--- src/hdl/hrhp_pkg.sv ---
package hrhp_pkg;

    localparam logic [7:0] CH_CR    = 8'h0d;
    localparam logic [7:0] CH_LF    = 8'h0a;
    localparam logic [7:0] CH_SP    = 8'h20;
    localparam logic [7:0] CH_TAB   = 8'h09;
    localparam logic [7:0] CH_SLASH = 8'h2f;

    localparam int FIFO_DEPTH = 3;
    localparam int FIFO_PTR_W = $clog2(FIFO_DEPTH);
    localparam int FIFO_CNT_W = $clog2(FIFO_DEPTH + 1);

    // literals, lower case, padded with zeros to a power-of-two depth
    localparam logic [7:0] LIT_GET_STR [4] = '{8'h67, 8'h65, 8'h74, 8'h00};
    localparam logic [7:0] LIT_VER_STR [8] =
        '{8'h68, 8'h74, 8'h74, 8'h70, 8'h2f, 8'h31, 8'h2e, 8'h31};
    localparam logic [7:0] LIT_SCH_STR [8] =
        '{8'h68, 8'h74, 8'h74, 8'h70, 8'h3a, 8'h2f, 8'h2f, 8'h00};
    localparam logic [7:0] LIT_HOST_STR [8] =
        '{8'h68, 8'h6f, 8'h73, 8'h74, 8'h3a, 8'h00, 8'h00, 8'h00};

    localparam logic [3:0] LEN_GET  = 4'd3;
    localparam logic [3:0] LEN_VER  = 4'd8;
    localparam logic [3:0] LEN_SCH  = 4'd7;
    localparam logic [3:0] LEN_HOST = 4'd5;

    typedef enum logic [1:0] {
        LIT_METHOD,
        LIT_VERSION,
        LIT_SCHEME,
        LIT_HOST
    } t_lit;

    typedef enum logic [2:0] {
        F_METHOD,
        F_GAP_URL,
        F_SCHEME,
        F_PATH,
        F_HOST,
        F_GAP_VER,
        F_VERSION
    } t_field;

    typedef enum logic [1:0] {
        H_START,
        H_BLANK,
        H_VALUE,
        H_OTHER
    } t_hstep;

    typedef enum logic [1:0] {
        V_MORE,
        V_GOOD,
        V_BAD
    } t_verdict;

    typedef enum logic [1:0] {
        R_OTHER,
        R_PATH,
        R_HOST
    } t_role;

    typedef struct packed {
        logic       phase;
        t_field     field;
        logic [3:0] cnt;
        t_hstep     hstep;
        logic       cr;
        logic       bad;
    } t_state;

    typedef struct packed {
        t_verdict verdict;
        t_role    role;
        logic     line_done;
    } t_result;

    localparam t_state STATE_RESET = '{
        phase: 1'b0, field: F_METHOD, cnt: 4'd0, hstep: H_START, cr: 1'b0, bad: 1'b0
    };

    function automatic logic [7:0] fold(input logic [7:0] c);
        return (c >= 8'h41 && c <= 8'h5a) ? 8'(c + 8'd32) : c;
    endfunction

    function automatic logic is_blank(input logic [7:0] c);
        return (c == CH_SP) || (c == CH_TAB);
    endfunction

    function automatic logic lit_match(input t_lit lit, input logic [3:0] pos,
                                       input logic [7:0] c);
        logic [7:0] ch;
        logic       ok;
        ch = '0;
        ok = 1'b0;
        unique case (lit)
            LIT_METHOD: begin
                ok = pos < LEN_GET;
                ch = LIT_GET_STR[pos[1:0]];
            end
            LIT_VERSION: begin
                ok = pos < LEN_VER;
                ch = LIT_VER_STR[pos[2:0]];
            end
            LIT_SCHEME: begin
                ok = pos < LEN_SCH;
                ch = LIT_SCH_STR[pos[2:0]];
            end
            LIT_HOST: begin
                ok = pos < LEN_HOST;
                ch = LIT_HOST_STR[pos[2:0]];
            end
            default: begin
                ok = 1'b0;
            end
        endcase
        return ok && (fold(c) == ch);
    endfunction

endpackage

--- src/hdl/http_request_head_parser_core.sv ---
// HTTP request head parser, one byte per beat.
// Slave side: i_tvalid/i_tready/i_tdata carry one byte of the request stream.
// Master side: one result beat per input byte, in order.
//   o_tdata[1:0] verdict: 0 need more bytes, 1 complete GET request, 2 bad.
//   o_tuser      byte role: 0 other, 1 URL path byte, 2 Host value byte.
//   o_tlast      set on the LF that completes a CR LF line.
// Path: the accepted byte is held in an input register, then the parse logic
// writes its result into a 3-entry result queue that drives o_tvalid.
// Throughput: 1 byte per cycle while i_tready is high; the parse state
// updates in a single step per byte, so consecutive bytes flow back to back.
// i_tready depends only on internal occupancy, never on o_tready directly.
// When the receiver stalls, results collect in the queue and i_tready drops
// once the queue plus the byte in flight would fill it; no beat is lost.
// After any verdict the parser re-arms and the next byte starts a new request.
// Reset (i_rst_n low, synchronous) holds i_tready low, empties the queue and
// returns the parser to the start of a request line.
module http_request_head_parser_core
    import hrhp_pkg::*;
(
    input  logic       i_clk,
    input  logic       i_rst_n,
    input  logic       i_tvalid,
    output logic       i_tready,
    input  logic [7:0] i_tdata,   // [7:0] data_byte
    output logic       o_tvalid,
    input  logic       o_tready,
    output logic [7:0] o_tdata,   // [1:0] verdict, [7:2] zero
    output logic [1:0] o_tuser,   // [1:0] byte_role
    output logic       o_tlast
);

    logic                  r_in_valid;
    logic [7:0]            r_in_byte;
    logic                  in_acc;
    t_result               parse_res;
    t_result               out_res;
    logic [FIFO_CNT_W-1:0] fifo_count;
    logic [FIFO_CNT_W:0]   in_flight;

    assign in_flight = {1'b0, fifo_count} + (FIFO_CNT_W + 1)'(r_in_valid);
    assign i_tready  = i_rst_n && (in_flight < (FIFO_CNT_W + 1)'(FIFO_DEPTH));
    assign in_acc    = i_tvalid && i_tready;

    always_ff @(posedge i_clk) begin
        if (!i_rst_n) begin
            r_in_valid <= 1'b0;
        end else begin
            r_in_valid <= in_acc;
        end
    end

    always_ff @(posedge i_clk) begin
        if (in_acc) begin
            r_in_byte <= i_tdata;
        end
    end

    hrhp_parse u_parse (
        .i_clk    (i_clk),
        .i_rst_n  (i_rst_n),
        .i_valid  (r_in_valid),
        .i_byte   (r_in_byte),
        .o_result (parse_res)
    );

    hrhp_out_fifo u_out_fifo (
        .i_clk   (i_clk),
        .i_rst_n (i_rst_n),
        .i_push  (r_in_valid),
        .i_data  (parse_res),
        .i_pop   (o_tready),
        .o_valid (o_tvalid),
        .o_data  (out_res),
        .o_count (fifo_count)
    );

    assign o_tdata = {6'b0, out_res.verdict};
    assign o_tuser = out_res.role;
    assign o_tlast = out_res.line_done;

    a_no_overflow: assert property (@(posedge i_clk) disable iff (!i_rst_n)
        !(r_in_valid && fifo_count == FIFO_CNT_W'(FIFO_DEPTH) && !o_tready))
        else $error("result queue overflow");

endmodule

--- src/hdl/hrhp_parse.sv ---
module hrhp_parse
    import hrhp_pkg::*;
(
    input  logic       i_clk,
    input  logic       i_rst_n,
    input  logic       i_valid,
    input  logic [7:0] i_byte,
    output t_result    o_result
);

    t_state r_state;
    t_state n_state;
    t_state s_clear;

    always_comb begin
        s_clear       = STATE_RESET;
        s_clear.phase = r_state.phase;
    end

    always_comb begin
        logic bl;
        bl       = is_blank(i_byte);
        n_state  = r_state;
        o_result = '{verdict: V_MORE, role: R_OTHER, line_done: 1'b0};

        if (r_state.cr) begin
            if (i_byte == CH_LF) begin
                o_result.line_done = 1'b1;
                if (!r_state.phase) begin
                    if (!r_state.bad && r_state.field == F_VERSION
                            && r_state.cnt == LEN_VER) begin
                        n_state       = STATE_RESET;
                        n_state.phase = 1'b1;
                    end else begin
                        o_result.verdict = V_BAD;
                        n_state          = STATE_RESET;
                    end
                end else if (r_state.hstep == H_START && r_state.cnt == 4'd0) begin
                    o_result.verdict = V_GOOD;
                    n_state          = STATE_RESET;
                end else begin
                    n_state = s_clear;
                end
            end else begin
                o_result.verdict = V_BAD;
                n_state          = STATE_RESET;
            end
        end else if (i_byte == CH_CR) begin
            n_state.cr = 1'b1;
        end else if (i_byte == CH_LF) begin
            o_result.verdict = V_BAD;
            n_state          = STATE_RESET;
        end else if (!r_state.phase) begin
            if (!r_state.bad) begin
                unique case (r_state.field)
                    F_METHOD: begin
                        if (bl) begin
                            if (r_state.cnt != LEN_GET) begin
                                n_state.bad = 1'b1;
                            end else begin
                                n_state.field = F_GAP_URL;
                                n_state.cnt   = 4'd0;
                            end
                        end else if (!lit_match(LIT_METHOD, r_state.cnt, i_byte)) begin
                            n_state.bad = 1'b1;
                        end else begin
                            n_state.cnt = 4'(r_state.cnt + 4'd1);
                        end
                    end
                    F_GAP_URL: begin
                        if (bl) begin
                            n_state.field = F_GAP_URL;
                        end else if (i_byte == CH_SLASH) begin
                            n_state.field = F_PATH;
                            o_result.role = R_PATH;
                        end else if (lit_match(LIT_SCHEME, 4'd0, i_byte)) begin
                            n_state.field = F_SCHEME;
                            n_state.cnt   = 4'd1;
                        end else begin
                            n_state.bad = 1'b1;
                        end
                    end
                    F_SCHEME: begin
                        if (bl || !lit_match(LIT_SCHEME, r_state.cnt, i_byte)) begin
                            n_state.bad = 1'b1;
                        end else if (4'(r_state.cnt + 4'd1) >= LEN_SCH) begin
                            n_state.field = F_HOST;
                            n_state.cnt   = 4'd0;
                        end else begin
                            n_state.cnt = 4'(r_state.cnt + 4'd1);
                        end
                    end
                    F_HOST: begin
                        if (bl) begin
                            n_state.bad = 1'b1;
                        end else if (i_byte == CH_SLASH) begin
                            n_state.field = F_PATH;
                            o_result.role = R_PATH;
                        end
                    end
                    F_PATH: begin
                        if (bl) begin
                            n_state.field = F_GAP_VER;
                        end else begin
                            o_result.role = R_PATH;
                        end
                    end
                    F_GAP_VER: begin
                        if (!bl) begin
                            n_state.field = F_VERSION;
                            if (!lit_match(LIT_VERSION, 4'd0, i_byte)) begin
                                n_state.cnt = 4'd0;
                                n_state.bad = 1'b1;
                            end else begin
                                n_state.cnt = 4'd1;
                            end
                        end
                    end
                    F_VERSION: begin
                        if (!lit_match(LIT_VERSION, r_state.cnt, i_byte)) begin
                            n_state.bad = 1'b1;
                        end else begin
                            n_state.cnt = 4'(r_state.cnt + 4'd1);
                        end
                    end
                    default: begin
                        n_state.bad = 1'b1;
                    end
                endcase
            end
        end else begin
            case (r_state.hstep)
                H_START: begin
                    if (lit_match(LIT_HOST, r_state.cnt, i_byte)) begin
                        n_state.cnt = 4'(r_state.cnt + 4'd1);
                        if (4'(r_state.cnt + 4'd1) >= LEN_HOST) begin
                            n_state.hstep = H_BLANK;
                        end
                    end else begin
                        n_state.hstep = H_OTHER;
                    end
                end
                H_BLANK: begin
                    if (!bl) begin
                        n_state.hstep = H_VALUE;
                        o_result.role = R_HOST;
                    end
                end
                H_VALUE: begin
                    o_result.role = R_HOST;
                end
                default: begin
                    o_result.role = R_OTHER;
                end
            endcase
        end
    end

    always_ff @(posedge i_clk) begin
        if (!i_rst_n) begin
            r_state <= STATE_RESET;
        end else if (i_valid) begin
            r_state <= n_state;
        end
    end

    a_verdict_rearms: assert property (@(posedge i_clk) disable iff (!i_rst_n)
        (i_valid && o_result.verdict != V_MORE) |=> (r_state == STATE_RESET))
        else $error("state not re-armed after verdict");

    a_line_done_clears_cr: assert property (@(posedge i_clk) disable iff (!i_rst_n)
        (i_valid && o_result.line_done) |=> !r_state.cr)
        else $error("CR still pending after completed line");

    a_headers_never_bad: assert property (@(posedge i_clk) disable iff (!i_rst_n)
        r_state.phase |-> !r_state.bad)
        else $error("bad flag set in header phase");

endmodule

--- src/hdl/hrhp_out_fifo.sv ---
module hrhp_out_fifo
    import hrhp_pkg::*;
(
    input  logic                  i_clk,
    input  logic                  i_rst_n,
    input  logic                  i_push,
    input  t_result               i_data,
    input  logic                  i_pop,
    output logic                  o_valid,
    output t_result               o_data,
    output logic [FIFO_CNT_W-1:0] o_count
);

    localparam logic [FIFO_PTR_W-1:0] PTR_LAST = FIFO_PTR_W'(FIFO_DEPTH - 1);

    t_result               r_mem [FIFO_DEPTH];
    logic [FIFO_PTR_W-1:0] r_wr_ptr;
    logic [FIFO_PTR_W-1:0] r_rd_ptr;
    logic [FIFO_CNT_W-1:0] r_count;
    logic                  pop_ok;

    assign pop_ok  = i_pop && (r_count != '0);
    assign o_valid = (r_count != '0);
    assign o_data  = r_mem[r_rd_ptr];
    assign o_count = r_count;

    always_ff @(posedge i_clk) begin
        if (i_push) begin
            r_mem[r_wr_ptr] <= i_data;
        end
    end

    always_ff @(posedge i_clk) begin
        if (!i_rst_n) begin
            r_wr_ptr <= '0;
            r_rd_ptr <= '0;
            r_count  <= '0;
        end else begin
            if (i_push) begin
                r_wr_ptr <= (r_wr_ptr == PTR_LAST) ? '0 : FIFO_PTR_W'(r_wr_ptr + 1'b1);
            end
            if (pop_ok) begin
                r_rd_ptr <= (r_rd_ptr == PTR_LAST) ? '0 : FIFO_PTR_W'(r_rd_ptr + 1'b1);
            end
            case ({i_push, pop_ok})
                2'b10:   r_count <= FIFO_CNT_W'(r_count + 1'b1);
                2'b01:   r_count <= FIFO_CNT_W'(r_count - 1'b1);
                default: r_count <= r_count;
            endcase
        end
    end

endmodule
--- config.mk ---
export PLATFORM = sky130hd
export DESIGN_NAME = http_request_head_parser_core
export DESIGN_NICKNAME = d
export VERILOG_FILES = /design/src/hdl/hrhp_pkg.sv /design/src/hdl/http_request_head_parser_core.sv /design/src/hdl/hrhp_parse.sv /design/src/hdl/hrhp_out_fifo.sv
export SDC_FILE = /design/constraint.sdc
export NUM_CORES = 1
export LEC_CHECK = 0
export ABC_CLOCK_PERIOD_IN_PS = 6970
export BUFFER_PORTS_ARGS = -buffer_cell sky130_fd_sc_hd__buf_2
export CORE_AREA = 2 2 81 83
export DETAILED_ROUTE_END_ITERATION = 8
export DIE_AREA = 0 0 83 85
export PLACE_DENSITY = 0.63
export SLEW_MARGIN = 20
export SYNTH_ARGS = -nofsm -noshare
export SYNTH_HDL_FRONTEND = slang
export SYNTH_SLANG_ARGS = --single-unit
--- constraint.sdc ---
create_clock -name i_clk -period 6.97 [get_ports i_clk]
set_input_delay 1.0455 -clock i_clk [delete_from_list [all_inputs] [get_ports i_clk]]
set_output_delay 1.0455 -clock i_clk [all_outputs]
set_load 0.02 [all_outputs]
==> qor.yml <==
sta:
  fin_crit_ns: 3.155
  worst_slew_pin_slew_ns: 0.8345
  finalSetupTns_ns: 0
  finalCritPeriodShare_pct: 45.27
  rsz0062_at_grt: "false"
  relSlewSlack_pct: 43.58
  finClkSkew_ns: 0.01072
  fmax_ghz: 0.3169
  drv_slew: 0
  final-setup-viol-count: 0
  final_hold_viol_count: 0
setup_path:
  arrival_ns: 3.37
  crit_fanout: 13
  required_ns: 7.19
  critical_path_class: "flop to flop"
  end_kind: "flop"
  cp-start-kind: "flop"
  r2r_slack_ns: 3.81
worst_hold_path:
  hold_path.class: "flop to flop"
placement:
  dp_hpwl_um: 4872
  placed_area_um2: 3048
  gp_congestion: 0.8728
  portBuffers: 18
global_route:
  grt_usage_pct: 19.26
  grt-ovfl-total: 0
  grt_pass1_wl_um: 11180
  grt_pass1_vias: 2403
  grt_max_degree: 23
  antenna_found_initial: 0
detailed_routing:
  vias: 2558
  ant_nets: 0
  routed_wl_um: 6668
  wire_per_inst_um: 15.62
  viasPerCell: 5.991
  first_pass_iters: 5
  drtIter0Drc: 155
  drc: 0
clock_tree:
  ctsResizeCount: 0
  holdBufCountCts: 0
  tritoncts: "done"
  path_clk_slew_ns: 0.09
  postCtsSetupBuffers: 0
  htree_levels: 2
  clockBufferDepth: 2
  cts_inserted_buffers: 5
  root_buffer: "clkbuf_8"
  cts_sinks: 44
  clock_latency_ns: 0.30
synthesis:
  synth_cell_type_count: 68
  synth_enable_flop_cells: 23
  synthFlopType: "edfxtp_1"
  synth_area_um2: 2967
  synth_async_sr_flop_share_pct: 0
  syn_inst: 345
  ys_seq_area_share_pct: 37.45
  ys_ff_latch: 44
  yosysWarnings: 0
  avgSynthCellArea_um2: 8.599
cells_and_area:
  layout_common_cells: "nor2_1 (34), nand2_1 (29), o21ai_0 (23), edfxtp_1 (23), a21oi_1 (22)"
  post_route_cells_drive_above_1_share_pct: 11.14
  syn2layout_area_growth_pct: 6.369
  fin_nets: 375
  final_core_util_pct: 50.86
  antenna_cells: 0
  mostFrequentLayoutCell: "nor2_1"
  finish.instance_area_um2: 3156
floorplan:
  num_rows: 29
  dieWidth_um: 83
  start_util_pct: 47.81
  ios: 25
  die_h_um: 85
  core_um2: 6205
  die_area_um2: 7055
power:
  irDropWorstVdd_v: 0.0001297
  p_per_area_nw_per_um2: 199.5
  power_leakage_nw: 1.111
flow_run:
  maxCapViolations: 0
run_status:
  run_status: "finished clean"
## state kept, by name, indices dropped and copies added, names as in the netlist, named ones only
register             count
u_out_fifo.r_mem        15
u_parse.r_state         12
r_in_byte                8
u_out_fifo.o_count       2
u_out_fifo.r_rd_ptr      2
u_out_fifo.r_wr_ptr      2
r_in_valid               1
## synth_stat cells, drive strengths merged, types with 6 or more instances
| library cell | n | area share, % |
|---|---|---|
| inv | 15 | 1.9 |
| mux2i | 6 | 2.0 |
| edfxtp | 23 | 23 |
| buf | 11 | 2.4 |
| o21ai | 25 | 4.6 |
| clkbuf | 16 | 2.0 |
| a21oi | 22 | 3.7 |
| xnor2 | 9 | 2.7 |
| ha | 14 | 5.9 |
| a211oi | 6 | 1.5 |
| nand3 | 15 | 2.5 |
| dfxtp | 21 | 14 |
| nand2 | 29 | 3.7 |
| nor2 | 34 | 4.3 |
| nor3 | 12 | 2.2 |
| or3 | 6 | 1.3 |
## where the power goes
part	internal (mW)	leakage (nW)	switching, mW
combinational	0.0522	0.671	0.0684
sequential	0.291	0.385	0.0268
clock	0.106	0.0552	0.0846
## routing by layer
| layer | wire, um | track usage, % |
|---|---|---|
| met5 | 0 | 0 |
| met4 | 170 | 7.899 |
| met3 | 366 | 3.599 |
| met2 | 3192 | 33.28 |
| met1 | 2938 | 23.77 |
## final timing paths
kind	from	end	depth (start not counted)
worst max-delay path	r_in_byte[1]$_DFFE_PP_	u_parse.r_state[5]$_SDFFE_PN0P_	6
worst min-delay path	u_out_fifo.o_count[1]$_SDFFE_PN0P_	u_out_fifo.o_count[1]$_SDFFE_PN0P_	2
worst max register to register	r_in_byte[1]$_DFFE_PP_	u_parse.r_state[5]$_SDFFE_PN0P_	6
worst min register to register	u_out_fifo.o_count[1]$_SDFFE_PN0P_	u_out_fifo.o_count[1]$_SDFFE_PN0P_	2
## critical path: stages, from the launching register on
cell      delay (ns)
edfxtp_1        0.59
or4_4           0.62
a211oi_1        0.72
nand2_1         0.18
o311ai_1        0.53
a21oi_1         0.19
o31ai_1         0.24
## logic make-up after synthesis
| group | synth area share, % |
|---|---|
| and+or+nand+nor | 22.82 |
| AOI/OAI and AO/OA | 21.09 |
| DFF | 37.45 |
| buffers and inverters | 6.453 |
| adders and majority gates | 5.905 |
| xor gates and xnor gates | 4.133 |
| muxes | 2.025 |
| other | 0.1264 |
## area by class of cell
class / count / area (um^2)
sequential: 44 / 1111
fill: 591 / 3049
multi-input combinational: 263 / 1683
timing repair buffer: 19 / 97.59
tap: 77 / 96.34
inverter: 16 / 60.06
clock inverter: 2 / 35.03
clock buffer: 6 / 72.57
## per-stage QoR
step	power, mW	hold slack, ns	cells	setup WS, ns
2_1_floorplan	0.4156	0.4706	350	3.904
3_3_place_gp	0.4429	0.4885	419	3.927
3_5_place_dp	0.4444	0.5060	419	3.893
4_1_cts	0.6355	0.5183	427	3.875
5_1_grt	0.6617	0.5395	427	3.592
6_report	0.6295	0.5144	427	3.815
(Power assumes the default switching activity.)
